[src/hw/rtl/tbs_pkg.sv]
// shared types and constants for the token bucket shaper
package tbs_pkg;

   localparam int QUEUE_DEPTH = 16;
   localparam int QPTR_W      = $clog2(QUEUE_DEPTH);
   localparam int QCNT_W      = $clog2(QUEUE_DEPTH + 1);

   localparam logic [7:0] CAPACITY_RESET = 8'd10;

   // item kinds
   localparam logic KIND_TICK   = 1'b0;
   localparam logic KIND_PACKET = 1'b1;

   // drop causes
   localparam logic CAUSE_OVER_CAPACITY = 1'b0;
   localparam logic CAUSE_QUEUE_FULL    = 1'b1;

   typedef struct packed {
      logic        req_type;
      logic [15:0] packet_id;
      logic [7:0]  tokens_needed;
   } tbs_req_item_type;

   typedef struct packed {
      logic        token_dropped;
      logic        packet_dropped;
      logic        drop_cause;
      logic        release_valid;
      logic [15:0] release_id;
      logic [7:0]  release_tokens;
      logic [7:0]  bucket_level;
      logic [4:0]  queue_count;
   } tbs_rsp_item_type;

endpackage

[src/hw/rtl/token_bucket_shaper.sv]
// token bucket shaper with waiting queue, top level
//
//   port group   dir   handshake            payload
//   req_         in    req_valid/req_ready  tbs_req_item_type
//   rsp_         out   rsp_valid/rsp_ready  tbs_rsp_item_type
//   csr_         in    csr_we               csr_wdata, bucket capacity
//
// one item per cycle while no result waits or rsp_ready is high; each result appears the cycle after its transfer
// bucket update, queue push/pop and drop decision are one compare-and-add step
// the result register frees in the same cycle it is taken, so req_ready follows
// rsp_ready while a result waits
// reset clears bucket, queue pointers and result valid; capacity returns to 10
module token_bucket_shaper (
   input  logic                     clock,
   input  logic                     reset,
   input  logic                     req_valid,
   output logic                     req_ready,
   input  tbs_pkg::tbs_req_item_type req_data,
   output logic                     rsp_valid,
   input  logic                     rsp_ready,
   output tbs_pkg::tbs_rsp_item_type rsp_data,
   input  logic                     csr_we,
   input  logic [7:0]               csr_wdata
);
   import tbs_pkg::*;

   logic [7:0]        capacity_ff;
   logic [7:0]        level_ff, level_in;
   logic [QPTR_W-1:0] head_ff, head_in;
   logic [QPTR_W-1:0] tail_ff, tail_in;
   logic [QCNT_W-1:0] count_ff, count_in;
   logic              rsp_valid_ff;
   tbs_rsp_item_type  rsp_data_ff, rsp_in;

   logic [15:0]       queue_id  [QUEUE_DEPTH];
   logic [7:0]        queue_need[QUEUE_DEPTH];

   logic              req_fire;
   logic              push;
   logic [8:0]        level_inc;
   logic [7:0]        level_tick;
   logic [7:0]        head_need;

   function automatic logic [QPTR_W-1:0] next_slot(input logic [QPTR_W-1:0] idx);
      logic [QPTR_W-1:0] res;
      if (idx == QPTR_W'(QUEUE_DEPTH - 1)) begin
         res = '0;
      end else begin
         res = idx + QPTR_W'(1);
      end
      return res;
   endfunction

   assign req_ready = !rsp_valid_ff || rsp_ready;
   assign req_fire  = req_valid && req_ready;
   assign rsp_valid = rsp_valid_ff;
   assign rsp_data  = rsp_data_ff;

   assign head_need = queue_need[head_ff];
   assign level_inc = {1'b0, level_ff} + 9'd1;

   always_comb begin
      level_in   = level_ff;
      head_in    = head_ff;
      tail_in    = tail_ff;
      count_in   = count_ff;
      push       = 1'b0;
      level_tick = level_ff;
      rsp_in     = '0;

      if (req_fire) begin
         if (req_data.req_type == KIND_TICK) begin
            if (level_inc > {1'b0, capacity_ff}) begin
               rsp_in.token_dropped = 1'b1;
            end else begin
               level_tick = level_inc[7:0];
            end
            level_in = level_tick;
            // at most one queued packet leaves per tick
            if (count_ff != '0 && head_need <= level_tick) begin
               rsp_in.release_valid  = 1'b1;
               rsp_in.release_id     = queue_id[head_ff];
               rsp_in.release_tokens = head_need;
               level_in              = level_tick - head_need;
               head_in               = next_slot(head_ff);
               count_in              = count_ff - QCNT_W'(1);
            end
         end else begin
            if (req_data.tokens_needed > capacity_ff) begin
               rsp_in.packet_dropped = 1'b1;
               rsp_in.drop_cause     = CAUSE_OVER_CAPACITY;
            end else if (count_ff == '0 && req_data.tokens_needed <= level_ff) begin
               rsp_in.release_valid  = 1'b1;
               rsp_in.release_id     = req_data.packet_id;
               rsp_in.release_tokens = req_data.tokens_needed;
               level_in              = level_ff - req_data.tokens_needed;
            end else if (count_ff == QCNT_W'(QUEUE_DEPTH)) begin
               rsp_in.packet_dropped = 1'b1;
               rsp_in.drop_cause     = CAUSE_QUEUE_FULL;
            end else begin
               push     = 1'b1;
               tail_in  = next_slot(tail_ff);
               count_in = count_ff + QCNT_W'(1);
            end
         end
      end

      rsp_in.bucket_level = level_in;
      rsp_in.queue_count  = 5'(count_in);
   end

   always_ff @(posedge clock) begin
      if (reset) begin
         capacity_ff  <= CAPACITY_RESET;
         level_ff     <= '0;
         head_ff      <= '0;
         tail_ff      <= '0;
         count_ff     <= '0;
         rsp_valid_ff <= 1'b0;
      end else begin
         if (csr_we) begin
            capacity_ff <= csr_wdata;
         end
         level_ff <= level_in;
         head_ff  <= head_in;
         tail_ff  <= tail_in;
         count_ff <= count_in;
         if (req_fire) begin
            rsp_valid_ff <= 1'b1;
         end else if (rsp_ready) begin
            rsp_valid_ff <= 1'b0;
         end
      end
   end

   always_ff @(posedge clock) begin
      if (req_fire) begin
         rsp_data_ff <= rsp_in;
      end
   end

   // queue entries need no reset: only written slots are ever read
   always_ff @(posedge clock) begin
      if (push) begin
         queue_id[tail_ff]   <= req_data.packet_id;
         queue_need[tail_ff] <= req_data.tokens_needed;
      end
   end

   a_count_bound: assert property (@(posedge clock) disable iff (reset)
      count_ff <= QCNT_W'(QUEUE_DEPTH))
      else $error("queue count above depth");

   a_result_follows: assert property (@(posedge clock) disable iff (reset)
      req_fire |=> rsp_valid_ff)
      else $error("no result after transfer");

   a_release_or_drop: assert property (@(posedge clock) disable iff (reset)
      rsp_valid_ff |-> !(rsp_data_ff.release_valid && rsp_data_ff.packet_dropped))
      else $error("packet both released and dropped");

   a_tick_pops_one: assert property (@(posedge clock) disable iff (reset)
      req_fire && req_data.req_type == KIND_TICK |=>
         count_ff == $past(count_ff) || count_ff == $past(count_ff) - QCNT_W'(1))
      else $error("tick changed queue count by more than one");

   a_packet_no_pop: assert property (@(posedge clock) disable iff (reset)
      req_fire && req_data.req_type == KIND_PACKET |=> count_ff >= $past(count_ff))
      else $error("packet arrival shrank the queue");

endmodule

[config.mk]
export PLATFORM = sky130hd
export DESIGN_NAME = token_bucket_shaper
export DESIGN_NICKNAME = d
export VERILOG_FILES = /design/src/hw/rtl/tbs_pkg.sv /design/src/hw/rtl/token_bucket_shaper.sv
export SDC_FILE = /design/constraint.sdc
export NUM_CORES = 1
export LEC_CHECK = 0
export BUFFER_PORTS_ARGS = -buffer_cell sky130_fd_sc_hd__buf_2
export CAP_MARGIN = 0
export CORE_MARGIN = 4
export CORE_UTILIZATION = 45
export DETAILED_ROUTE_END_ITERATION = 8
export GPL_TIMING_DRIVEN = 0
export MAX_ROUTING_LAYER = met4
export PLACE_DENSITY = 0.6
export SLEW_MARGIN = 5
export SYNTH_ARGS = -nofsm -noshare
export SYNTH_HDL_FRONTEND = slang
export SYNTH_SLANG_ARGS = --single-unit
export TNS_END_PERCENT = 5
[constraint.sdc]
create_clock -name clock -period 10.55 [get_ports clock]
set_input_delay 3.165 -clock clock [delete_from_list [all_inputs] [get_ports clock]]
set_output_delay 3.165 -clock clock [all_outputs]
set_load 0.1 [all_outputs]
==> impl_metrics.py <==
metrics = {
    "clock_network": {
        "post-cts-setup-buffer-count": 0,
        "htree_levels": 2,
        "clock-sinks": 459,
        "ctsResizeCount": 0,
        "cts-root-buf": "clkbuf_16",
        "cts_made_buffers": 48,
        "path_clk_slew_ns": 0.06,
        "cts_buffer_depth": 3,
        "clock_latency_ns": 0.59,
        "cts_tree": "built",
        "cts_hold_buf": 0,
    },
    "worst_setup_path": {
        "cp_data_arrival_time_ns": 3.80,
        "crit_start": "rsp_ready",
        "critPathMaxStageDelay_ns": 0.44,
        "cp.buffers_inverters": 2,
        "critical-path-top-delay-family": "buffers and inverters",
        "critical_path_class": "in -> out",
        "crit_chain": "buf_2 -> nand2b_1 -> buf_2",
        "end_kind": "output pin",
        "crit_path_max_fanout": 3,
        "r2r_cells": 19,
        "required_ns": 7.39,
        "worstSetupPathDepth": 3,
        "slowest_stage": "buf_2",
        "setup.worst_path.start_class": "primary input",
        "critPathMostFrequentCell": "buf_2",
        "r2r-start": "level_ff[0]",
    },
    "synth": {
        "synth_compound_area_share_pct": 5.38,
        "yosys-top-cells-area": "edfxtp_1 (66%), mux4_2 (14%), dfxtp_1 (3.5%), ha_1 (2.6%), a22o_1 (0.77%)",
        "netlist.area_leader.share_pct": 66.2,
        "synthDistinctLibCells": 84,
        "ys.warnings.count": 0,
        "synth_top_family_by_area": "multiplexers",
        "synthFlopType": "edfxtp_1",
        "synthArstFlopShare_pct": 0,
        "ys_ff_latch": 459,
        "synthMuxAreaShare_pct": 14.8,
        "yosysTopAreaCell": "edfxtp_1",
        "synth_adder_area_share_pct": 2.80,
        "synth-xor-area-share_pct": 0.909,
        "yosysSeqAreaShare_pct": 69.7,
        "yosys.area_share.simple_pct": 4.55,
        "avgSynthCellArea_um2": 18.8,
        "synth_edf_count": 425,
        "syn-num-nets": 1104,
        "syn-cell-area_mm2": 0.0193,
        "synthCells": 1024,
    },
    "sta": {
        "finalHoldViolCount": 0,
        "setup_violations": 0,
        "slew_viol_final": 0,
        "finalSetupTns_ns": 0,
        "period_needed_ns": 6.96,
        "max_slew_margin_pct": 22.3,
        "rsz0062_at_grt": "no",
        "min_period_over_period_pct": 66.0,
        "worst_pin_slew_ns": 1.17,
        "clock_skew_ns": 0.0147,
        "max_freq_ghz": 0.144,
    },
    "floorplanning": {
        "die_y_um": 215,
        "io_pins": 81,
        "dieArea_mm2": 0.0462,
        "die_x_um": 215,
        "core_mm2": 0.0421,
        "rows": 75,
        "initial_core_util_pct": 45.8,
    },
    "detailed_routing": {
        "vias": 10400,
        "routedWlPerCell_um": 26.8,
        "firstDrtPassIters": 5,
        "drtIter0Drc": 1014,
        "drtAntennaViolNets": 0,
        "vias_per_cell": 5.98,
        "drt_wl_total_mm": 46.7,
        "drc": 0,
    },
    "power": {
        "powerDensity_mw_per_mm2": 173,
        "power_mw": 3.83,
        "max-vdd-ir-drop_mv": 0.132,
        "p_leak_nw": 7.41,
    },
    "worst_hold_path": {
        "worstHoldPathType": "reg -> reg",
        "hold_depth": 2,
        "hp-start": "capacity_ff[2]",
    },
    "cells_and_area": {
        "antennaDiodeCount": 0,
        "layout-drive-gt1-share_pct": 28.1,
        "syn2layout_area_growth_pct": 15.0,
        "fin_nets": 1247,
        "fin_area_mm2": 0.0222,
    },
    "placed_design": {
        "place.gp.congestion": 0.874,
        "hpwl_mm": 29.9,
        "placed_cell_area_mm2": 0.0207,
        "port_buffers": 77,
    },
    "global_routing": {
        "antenna_found_initial": 0,
        "grt_pass1_wl_mm": 70.2,
        "grt_pass1_vias": 10700,
        "overflow": 0,
        "grt_max_degree": 51,
        "track_usage_pct": 21.0,
    },
    "run": {
        "maxCapViolations": 0,
    },
    "status": {
        "outcome": "finished, final reports clean",
    },
}
-- registers in the layout (all words and copies together), names as in the netlist, named ones only --
register / count
queue_id: 256
capacity_ff: 8
tail_ff: 4
rsp_valid: 1
rsp_data: 41
level_ff: 8
queue_need: 128
head_ff: 4
count_ff: 5
-- metrics by stage --
step / util [%] / worst slack (ns) / cells / hold WS (ns)
after global routing: 52.6 / 3.54 / 1742 / 0.528
after floorplan: - / 3.44 / 1024 / 0.460
after detailed placement: 49.2 / 3.58 / 1656 / 0.482
after CTS: 52.6 / 3.58 / 1742 / 0.496
after global placement: 48.3 / 2.79 / 1640 / 0.480
final: 52.6 / 3.59 / 1742 / 0.490
-- layout make-up --
class,instances,area [um^2]
Fill cell,3344,20000
Sequential cell,459,13400
Multi-Input combinational cell,484,5510
Clock buffer,64,1260
Timing Repair Buffer,93,751
Tap cell,539,674
Buffer,45,215
Clock inverter,22,181
Inverter,36,135
-- layout by cell type, fill, tap and decap left out, drive strengths merged, types with 8 or more instances in the layout --
| cell | instances |
|---|---|
| a21oi | 21 |
| a22o | 17 |
| a31oi | 13 |
| and2 | 10 |
| and4b | 8 |
| buf | 115 |
| clkbuf | 87 |
| clkinv | 21 |
| dfxtp | 34 |
| edfxtp | 425 |
| ha | 40 |
| inv | 36 |
| mux2i | 11 |
| mux4 | 120 |
| nand2 | 37 |
| nor2 | 38 |
| nor3 | 9 |
| o21ai | 15 |
| xnor2 | 11 |
| xor2 | 9 |
-- worst min-delay path, delay by kind of cell (launching register included) --
kind,cells,cell delay (ns)
multiplexers,1,0.07
AND/OR/NAND/NOR,1,0.07
flip-flops,1,0.32
-- synth_stat cells, drive strengths merged (3+ instances only) --
master and number:
a21o 7, and3 7, ha 40, and4 7, nor2 38, o21ai 15, xor2 9, a211oi 7
clkbuf 23, inv 34, o2111ai 3, nor2b 3, a31oi 13, a21boi 3, and2 10, o211ai 4
nand3 7, or3 3, or2 3, and4b 8, a22o 17, mux2i 11, nand4 7, xnor2 11
buf 22, nor4b 3, edfxtp 425, mux2 4, o21a 6, mux4 120, a21oi 21, nand2b 5
dfxtp 34, nor3 9, a311oi 3, o32ai 7, nand2 37
-- logic make-up after synthesis --
group	Yosys count
XOR/XNOR	20
adder cells (fa/ha/maj)	42
AND/OR/NAND/NOR	153
buffers and inverters	81
flip-flops	459
AO/OA/AOI/OAI	134
multiplexers	135
-- final timing paths --
kind                    endpoint  slack [ns]
setup / recovery       req_ready        3.59
hold reg to reg   capacity_ff[2]        0.49
hold / removal    capacity_ff[2]        0.49
setup reg to reg    rsp_data[26]        4.66
-- power by group --
part | leakage (nW) | switching [mW] | internal, mW
Sequential | 4.14 | 0.00842 | 2.01
Clock | 0.704 | 0.700 | 0.871
Combinational | 2.57 | 0.181 | 0.0632
-- routing by layer --
layer	up-vias	global-route usage, %	routed length [um]
li1	4514	-	-
met1	5456	29.2	20300
met5	-	-	0
met4	0	4.83	904
met2	377	32.7	22400
met3	72	4.21	3110
(Power assumes the default switching activity.)
